[src/lcdx_pkg.sv]
// Package: shared types, constants and address-map tables of the LCD expander sequencer.
package lcdx_pkg;

  // Request selector codes
  localparam logic [1:0] FUNC_CMD    = 2'd0;
  localparam logic [1:0] FUNC_DATA   = 2'd1;
  localparam logic [1:0] FUNC_CURSOR = 2'd2;
  localparam logic [1:0] FUNC_NIBBLE = 2'd3;

  // Configuration register indexes
  localparam logic [1:0] CFG_BACKLIGHT = 2'd0;
  localparam logic [1:0] CFG_COLUMNS   = 2'd1;
  localparam logic [1:0] CFG_ROWS      = 2'd2;

  // Expander bit masks
  localparam logic [7:0] EN_MASK        = 8'h04;
  localparam logic [7:0] RS_MASK        = 8'h01;
  localparam logic [7:0] BACKLIGHT_MASK = 8'h08;
  localparam logic [7:0] NIB_MASK       = 8'hf0;
  localparam logic [7:0] DDRAM_CMD      = 8'h80;

  // Row-count values that select an address map
  localparam logic [2:0] MAP_ONE_ROW   = 3'd1;
  localparam logic [2:0] MAP_TWO_ROWS  = 3'd2;
  localparam logic [2:0] MAP_FOUR_ROWS = 3'd4;
  localparam logic [5:0] SPLIT_MIN_COLS = 6'd8;
  localparam logic [5:0] COLS_16        = 6'd16;

  // Serializer phases of the final byte
  localparam logic [2:0] LAST_PH_NIBBLE = 3'd2;
  localparam logic [2:0] LAST_PH_BYTE   = 3'd5;

  typedef struct packed {
    logic [1:0] func;
    logic [7:0] value;
    logic [1:0] row;
    logic [7:0] column;
  } in_item_t;

  typedef struct packed {
    logic [7:0] expander_byte;
    logic       last;
  } out_item_t;

  // Load enable and incoming valid of one pipeline stage
  typedef struct packed {
    logic load;
    logic valid;
  } stage_ctl_t;

  // Request plus partial remainder of column mod column_count
  typedef struct packed {
    in_item_t   item;
    logic [5:0] rem;
  } col_stage_t;

  typedef struct packed {
    logic [7:0] nib_hi;
    logic [7:0] nib_lo;
    logic       raw;
  } ser_item_t;

  function automatic logic [7:0] map_16x4(input logic [1:0] row);
    logic [7:0] offs;
    case (row)
      2'd0: offs = 8'h00;
      2'd1: offs = 8'h40;
      2'd2: offs = 8'h10;
      default: offs = 8'h50;
    endcase
    return offs;
  endfunction

  function automatic logic [7:0] map_20x4(input logic [1:0] row);
    logic [7:0] offs;
    case (row)
      2'd0: offs = 8'h00;
      2'd1: offs = 8'h40;
      2'd2: offs = 8'h14;
      default: offs = 8'h54;
    endcase
    return offs;
  endfunction

endpackage

[src/char_lcd_expander_write_sequencer_unit.sv]
// A request passes through registered stages B, C and D into the serializer before its first
// expander byte is on out_item. The serializer emits one byte per cycle; a byte request gives
// six expander bytes, a raw nibble three. Busy drops as soon as the entry stage can move on,
// so up to four requests overlap.
// Reset (synchronous, rst_n low) drops all in-flight transactions and restores
// backlight on, 16 columns, 2 rows.
module char_lcd_expander_write_sequencer_unit
  import lcdx_pkg::*;
(
  input  logic       clk,
  input  logic       rst_n,
  // request channel
  input  logic       start,
  output logic       busy,
  input  in_item_t   in_item,
  // result channel: one expander byte per strobe cycle, no back-pressure
  output logic       out_strobe,
  output out_item_t  out_item,
  // configuration write port
  input  logic       cfg_wr_en,
  input  logic [1:0] cfg_index,
  input  logic [5:0] cfg_wdata
);

  // Configuration registers; the user must write them only while the pipeline is empty (not enforced by the block)
  logic       backlight_r;
  logic [5:0] cols_r;
  logic [2:0] rows_r;

  always_ff @(posedge clk) begin
    if (!rst_n) begin
      backlight_r <= 1'b1;
      cols_r      <= 6'd16;
      rows_r      <= 3'd2;
    end else if (cfg_wr_en) begin
      case (cfg_index)
        CFG_BACKLIGHT: backlight_r <= cfg_wdata[0];
        CFG_COLUMNS:   cols_r      <= cfg_wdata;
        CFG_ROWS:      rows_r      <= cfg_wdata[2:0];
        default: ;
      endcase
    end
  end

  // Stage control. A stage loads when it is empty or the stage after it
  // takes its contents this cycle; the serializer sets the pace at the end.
  logic       b_valid, c_valid, d_valid;
  logic       b_load, c_load, d_load;
  logic       e_take;
  stage_ctl_t b_ctl, c_ctl, d_ctl;
  col_stage_t b_in, b_stg, c_stg;
  ser_item_t  d_ser;

  assign d_load = !d_valid || e_take;
  assign c_load = !c_valid || d_load;
  assign b_load = !b_valid || c_load;
  // hold off new requests only while the entry stage is full and stuck
  assign busy   = !b_load;

  assign b_ctl = '{load: b_load, valid: start};
  assign c_ctl = '{load: c_load, valid: b_valid};
  assign d_ctl = '{load: d_load, valid: c_valid};

  assign b_in = '{item: in_item, rem: 6'd0};

  // Stage B: upper four column bits of the remainder
  lcdx_colmod_stage u_mod_hi (
    .clk      (clk),
    .rst_n    (rst_n),
    .ctl      (b_ctl),
    .stg_in   (b_in),
    .dvd_bits (in_item.column[7:4]),
    .cols     (cols_r),
    .valid_o  (b_valid),
    .stg_o    (b_stg)
  );

  // Stage C: lower four column bits, remainder complete
  lcdx_colmod_stage u_mod_lo (
    .clk      (clk),
    .rst_n    (rst_n),
    .ctl      (c_ctl),
    .stg_in   (b_stg),
    .dvd_bits (b_stg.item.column[3:0]),
    .cols     (cols_r),
    .valid_o  (c_valid),
    .stg_o    (c_stg)
  );

  // Stage D: address map and nibble pair
  lcdx_addr_stage u_addr (
    .clk     (clk),
    .rst_n   (rst_n),
    .ctl     (d_ctl),
    .stg_in  (c_stg),
    .cols    (cols_r),
    .rows    (rows_r),
    .valid_o (d_valid),
    .ser_o   (d_ser)
  );

  // Stage E: emit the expander bytes, advance on the final one
  lcdx_nibble_ser u_ser (
    .clk        (clk),
    .rst_n      (rst_n),
    .in_valid   (d_valid),
    .ser_in     (d_ser),
    .backlight  (backlight_r),
    .take       (e_take),
    .out_strobe (out_strobe),
    .out_item   (out_item)
  );

endmodule

[src/lcdx_colmod_stage.sv]
// Pipeline stage: four restoring remainder steps of column mod column_count.
module lcdx_colmod_stage
  import lcdx_pkg::*;
(
  input  logic       clk,
  input  logic       rst_n,
  input  stage_ctl_t ctl,
  input  col_stage_t stg_in,
  input  logic [3:0] dvd_bits,
  input  logic [5:0] cols,
  output logic       valid_o,
  output col_stage_t stg_o
);

  logic       valid_r;
  col_stage_t stg_r;
  col_stage_t stg_nxt;
  logic [6:0] part;
  logic [5:0] rem;

  always_comb begin
    rem = stg_in.rem;
    part = 7'd0;
    for (int i = 3; i >= 0; i--) begin
      part = {rem, dvd_bits[i]};
      if (part >= {1'b0, cols}) begin
        part = part - {1'b0, cols};
      end
      rem = part[5:0];
    end
    stg_nxt.item = stg_in.item;
    stg_nxt.rem  = rem;
  end

  always_ff @(posedge clk) begin
    if (!rst_n) begin
      valid_r <= 1'b0;
    end else if (ctl.load) begin
      valid_r <= ctl.valid;
    end
  end

  always_ff @(posedge clk) begin
    if (ctl.load) begin
      stg_r <= stg_nxt;
    end
  end

  assign valid_o = valid_r;
  assign stg_o   = stg_r;

endmodule

[src/lcdx_addr_stage.sv]
// Pipeline stage: DDRAM address map, command/data byte and nibble split.
module lcdx_addr_stage
  import lcdx_pkg::*;
(
  input  logic       clk,
  input  logic       rst_n,
  input  stage_ctl_t ctl,
  input  col_stage_t stg_in,
  input  logic [5:0] cols,
  input  logic [2:0] rows,
  output logic       valid_o,
  output ser_item_t  ser_o
);

  logic       valid_r;
  ser_item_t  ser_r;
  ser_item_t  ser_nxt;
  logic [5:0] col;
  logic [5:0] half;
  logic [5:0] two_half;
  logic [1:0] quot;
  logic [5:0] rmd;
  logic [7:0] addr;
  logic [7:0] byte_v;
  logic [7:0] mode;

  always_comb begin
    col      = (cols == 6'd0) ? 6'd0 : stg_in.rem;
    half     = {1'b0, cols[5:1]};
    two_half = {cols[5:1], 1'b0};
    // split single row: second half sits at the second line's base
    if (col >= two_half) begin
      quot = 2'd2;
      rmd  = col - two_half;
    end else if (col >= half) begin
      quot = 2'd1;
      rmd  = col - half;
    end else begin
      quot = 2'd0;
      rmd  = col;
    end

    case (rows)
      MAP_ONE_ROW: begin
        addr = (cols > SPLIT_MIN_COLS) ? ({quot, 6'd0} + {2'b00, rmd}) : {2'b00, col};
      end
      MAP_TWO_ROWS: begin
        addr = {2'b00, col} + {stg_in.item.row, 6'd0};
      end
      MAP_FOUR_ROWS: begin
        addr = {2'b00, col} + ((cols == COLS_16) ? map_16x4(stg_in.item.row)
                                                 : map_20x4(stg_in.item.row));
      end
      default: begin
        addr = {2'b00, col};
      end
    endcase

    byte_v      = stg_in.item.value;
    mode        = 8'd0;
    ser_nxt.raw = 1'b0;
    case (stg_in.item.func)
      FUNC_CMD: begin
        byte_v = stg_in.item.value;
      end
      FUNC_DATA: begin
        mode = RS_MASK;
      end
      FUNC_CURSOR: begin
        byte_v = DDRAM_CMD | addr;
      end
      default: begin
        ser_nxt.raw = 1'b1;
      end
    endcase

    if (ser_nxt.raw) begin
      ser_nxt.nib_hi = stg_in.item.value;
      ser_nxt.nib_lo = stg_in.item.value;
    end else begin
      ser_nxt.nib_hi = (byte_v & NIB_MASK) | mode;
      ser_nxt.nib_lo = {byte_v[3:0], 4'd0} | mode;
    end
  end

  always_ff @(posedge clk) begin
    if (!rst_n) begin
      valid_r <= 1'b0;
    end else if (ctl.load) begin
      valid_r <= ctl.valid;
    end
  end

  always_ff @(posedge clk) begin
    if (ctl.load) begin
      ser_r <= ser_nxt;
    end
  end

  assign valid_o = valid_r;
  assign ser_o   = ser_r;

endmodule

[src/lcdx_nibble_ser.sv]
// Output serializer: three expander bytes per nibble, one byte per cycle.
module lcdx_nibble_ser
  import lcdx_pkg::*;
(
  input  logic      clk,
  input  logic      rst_n,
  input  logic      in_valid,
  input  ser_item_t ser_in,
  input  logic      backlight,
  output logic      take,
  output logic      out_strobe,
  output out_item_t out_item
);

  logic       valid_r;
  logic [2:0] ph_r;
  logic [2:0] ph_nxt;
  ser_item_t  ser_r;
  logic       last;
  logic [7:0] nib;
  logic [7:0] bl;
  logic [7:0] exp_byte;

  always_comb begin
    last   = valid_r && (ser_r.raw ? (ph_r == LAST_PH_NIBBLE) : (ph_r == LAST_PH_BYTE));
    take   = !valid_r || last;
    ph_nxt = take ? 3'd0 : ph_r + 3'd1;
    bl     = backlight ? BACKLIGHT_MASK : 8'd0;
    nib    = (ph_r < 3'd3) ? ser_r.nib_hi : ser_r.nib_lo;
    case (ph_r)
      3'd0, 3'd3: exp_byte = nib | bl;
      3'd1, 3'd4: exp_byte = nib | EN_MASK | bl;
      3'd2, 3'd5: exp_byte = (nib & ~EN_MASK) | bl;
      default:    exp_byte = nib | bl;
    endcase
  end

  always_ff @(posedge clk) begin
    if (!rst_n) begin
      valid_r <= 1'b0;
      ph_r    <= 3'd0;
    end else begin
      ph_r <= ph_nxt;
      if (take) begin
        valid_r <= in_valid;
      end
    end
  end

  always_ff @(posedge clk) begin
    if (take) begin
      ser_r <= ser_in;
    end
  end

  assign out_strobe             = valid_r;
  assign out_item.expander_byte = exp_byte;
  assign out_item.last          = last;

endmodule

[config.mk]
export PLATFORM = sky130hd
export DESIGN_NAME = char_lcd_expander_write_sequencer_unit
export DESIGN_NICKNAME = d
export VERILOG_FILES = /design/src/lcdx_pkg.sv /design/src/char_lcd_expander_write_sequencer_unit.sv /design/src/lcdx_colmod_stage.sv /design/src/lcdx_addr_stage.sv /design/src/lcdx_nibble_ser.sv
export SDC_FILE = /design/constraint.sdc
export NUM_CORES = 1
export LEC_CHECK = 0
export BUFFER_PORTS_ARGS = -buffer_cell sky130_fd_sc_hd__buf_4
export CAP_MARGIN = 10
export CORE_ASPECT_RATIO = 0.9
export CORE_MARGIN = 5
export CORE_UTILIZATION = 59
export CTS_CLUSTER_SIZE = 20
export DETAILED_ROUTE_END_ITERATION = 10
export GPL_ROUTABILITY_DRIVEN = 0
export PLACE_DENSITY_LB_ADDON = 0.08
export SYNTH_ARGS = -nofsm -noshare
export SYNTH_HDL_FRONTEND = slang
export SYNTH_SLANG_ARGS = --single-unit
[constraint.sdc]
create_clock -name clk -period 8.3 [get_ports clk]
set_clock_uncertainty 0.05 [all_clocks]
set_input_delay 1.245 -clock clk [delete_from_list [all_inputs] [get_ports clk]]
set_output_delay 1.245 -clock clk [all_outputs]
set_load 0.01 [all_outputs]
==> impl_metrics.csv <==
group,metric,value,unit
synth,syn_inst,589,
timing,final_hold_viol_count,0,
synth,yosys_warnings,0,
route,first_iter_violations,447,
floorplan,io_pins,43,
finish,area_growth,13.1,%
timing,worst_pin_slew,1.16,ns
clock_tree,postCtsSetupBuffers,0,
power,power,3.41,mW
synth,synth-seq-cells,83,
clock_tree,root_buffer,"clkbuf_16",
worst_setup_path,critPathSlowestCell,"o21ai_0",
timing,final.min_clock_period,7.77,ns
placement,place_hpwl,10.2,mm
synth,syn-num-nets,691,
synth,synth_top_cell_by_area,"edfxtp_1",
worst_setup_path,path_max_fanout,7,
global_routing,grt_overflow,0,
synth,ys_async_sr_fraction,0,%
power,irDropWorstVdd,0.778,mV
timing,finalCritPeriodShare,93.6,%
finish,utilization,67.6,%
worst_setup_path,worst_ep_required_time,8.34,ns
clock_tree,cts_sinks,83,
timing,slew_headroom,22.2,%
worst_setup_path,cp-endpoint,"u_mod_hi.stg_o[1]$_DFFE_PN_",
synth,syn_area,0.00607,sq mm
worst_setup_path,crit_cells,32,
finish,drive_above_1_share,17.6,%
worst_setup_path,r2r_slack,0.54,ns
floorplan,die-height,106,um
floorplan,fp.coreArea,0.0102,sq mm
worst_setup_path,worstReg2RegEnd,"u_mod_lo.stg_o[1]$_DFFE_PP_",
route,vias_per_cell,5.98,
run_status,status,"finished clean",
worst_setup_path,worst-path-buf-inv,4,
clock_tree,cts.path.max_buffers,2,
worst_setup_path,slowest_delay,0.43,ns
global_routing,grt_max_degree,24,
synth,ys_top_cells_by_count,"edfxtp_1, ha_1, inv_1, nor2_1, a21oi_1",
route,drcViolationCount,0,
synth,synth_seq_area_share,38.3,%
clock_tree,cts_buffers,9,
global_routing,grt_pass1_wl,21.7,mm
clock_tree,clock_latency,0.33,ns
floorplan,die-area,0.0124,sq mm
floorplan,die_width,117,um
synth,synth_cell_types,68,
synth,yosys-top-cells-area,"edfxtp_1, ha_1, dfxtp_1",
synth,yosysTopAreaCellShare,32.7,%
min_path,hold_path_class,"register to register",
worst_setup_path,worst_ep_arrival_time,7.80,ns
route,ant_nets,0,
synth,syn_area_per_cell,10.3,sq um
route,vias,4648,
route,wl_per_cell,16.9,um
worst_setup_path,start_kind,"input port",
timing,rsz0062_at_grt,"false",
flow_run,maxCapViolCount,0,
timing,finalMaxSlewViolations,0,
finish,layout.nets,745,
worst_setup_path,crit_type,"input port to register",
global_routing,first_global_vias,4550,
floorplan,initial_core_util,59.7,%
finish,antennaDiodeCount,0,
global_routing,grt.total_usage,22.2,%
synth,synth_flop_cell,"edfxtp_1",
clock_tree,clk_pin_slew,0.06,ns
power,cellLeakagePower,2.95,nW
worst_setup_path,endpoint_kind,"register",
route,dr.pass1.iters,5,
synth,synth-edff-count,66,
worst_setup_path,path_common_cell,"ha_1",
global_routing,antenna_found_initial,0,
synth,synth.most_common_cell,"edfxtp_1",
timing,tns,0,ns
floorplan,num_rows,35,
clock_tree,cts_max_level,3,
timing,setup-violations-final,0,
worst_setup_path,cpLargestDelayFamily,"compound AO/OA/AOI/OAI gates",
worst_setup_path,reg2reg_depth,33,
power,p_per_area,497,mW/mm^2
placement,io_buffers,42,
route,wirelength,13.1,mm
clock_tree,cts_tree,"yes",
worst_setup_path,rr_startpoint,"cols_r[5]$_SDFFE_PN0P_",
worst_setup_path,crit_start,"in_item[7]",
timing,clock.fmax,0.129,GHz
-- report_power, final --
group / switching [mW] / total [mW] / internal, mW / leakage, nW
clock network: 0.161 / 0.365 / 0.204 / 0.132
registers: 0.0255 / 0.606 / 0.581 / 0.848
logic: 1.25 / 2.44 / 1.19 / 1.97
total: 1.44 / 3.41 / 1.98 / 2.95
-- flip-flops by register name, summed over array words and instances, names as in the netlist --
name,cells
cols_r,6
u_ser.ph_r,3
u_mod_hi.stg_o,22
u_mod_lo.valid_o,1
u_ser.out_strobe,1
u_mod_hi.valid_o,1
u_addr.valid_o,1
u_mod_lo.stg_o,18
backlight_r,1
u_ser.ser_r,13
u_addr.ser_o,13
rows_r,3
-- per-stage QoR --
stage | cells | setup slack [ns] | hold slack, ns | area (sq um)
2_1_floorplan | 589 | 0.702 | 0.350 | 6070
3_3_place_gp | 761 | 0.462 | 0.352 | 6580
3_5_place_dp | 761 | 0.126 | 0.355 | 6580
4_1_cts | 777 | 0.317 | 0.369 | 6850
5_1_grt | 777 | 0.0762 | 0.370 | 6860
6_report | 777 | 0.534 | 0.367 | 6860
-- what timing repair did --
item / 4_1_cts / 5_1_grt
endpoints found under the setup margin: 0 / 11
hold buffers: 0 / 0
gates resized for setup: 0 / 3
-- metal layers --
metal,GRT usage [%],share of wire [%],vias to the layer above
met5,0,0,-
met4,6.14,1.6,0
met3,4.78,6.7,21
met2,34.8,46,139
met1,31.1,46,2209
li1,-,-,2279
-- how the worst min path moves through the flow --
stage | startpoint | to | slack (ns) | cells past startpoint
final | u_mod_hi.stg_o[20]$_DFFE_PN_ | u_mod_lo.stg_o[20]$_DFFE_PP_ | 0.37 | 0
after global routing | u_addr.ser_o[5]$_DFFE_PP_ | u_ser.ser_r[5]$_DFFE_PP_ | 0.37 | 0
after CTS | u_mod_hi.stg_o[20]$_DFFE_PN_ | u_mod_lo.stg_o[20]$_DFFE_PP_ | 0.37 | 0
after detailed placement | u_mod_hi.stg_o[19]$_DFFE_PN_ | u_mod_lo.stg_o[19]$_DFFE_PP_ | 0.35 | 0
after global placement | u_addr.ser_o[16]$_DFFE_PP_ | u_ser.ser_r[16]$_DFFE_PP_ | 0.35 | 0
after floorplan | u_mod_hi.stg_o[14]$_DFFE_PN_ | u_mod_lo.stg_o[14]$_DFFE_PP_ | 0.35 | 0
-- cell type report --
class / count / area [sq um]
multi-input cells: 444 / 3490
clock inverters: 7 / 51.3
repair buffers: 58 / 435
well taps: 129 / 161
flip-flops and latches: 83 / 2320
inverters: 47 / 176
fillers: 804 / 3300
clock buffers: 9 / 225
-- kinds of logic after synthesis --
group           after synthesis  share of synthesized area (%)
compound gates              161                           18.1
simple gates                145                           12.6
xor+xnor                     29                           4.19
fa+ha+maj                    70                           15.5
flops                        83                           38.3
buf+inv                      62                           4.39
mux                          39                           6.93
-- placed cells by master, fill, tap and decap left out, types with 8 or more instances in the layout --
cell / instances
nand3_1: 8
mux2i_1: 18
mux2_2: 20
nor2_1: 41
clkbuf_16: 9
nand2_1: 35
ha_1: 61
edfxtp_1: 66
o21ai_0: 28
xnor2_1: 18
a21o_1: 17
o21a_1: 13
fa_1: 9
buf_4: 58
xor2_1: 11
inv_1: 47
dfxtp_1: 17
nor2b_1: 19
a21oi_1: 39
nand2b_1: 8
Power figures use the tool's default switching activity.
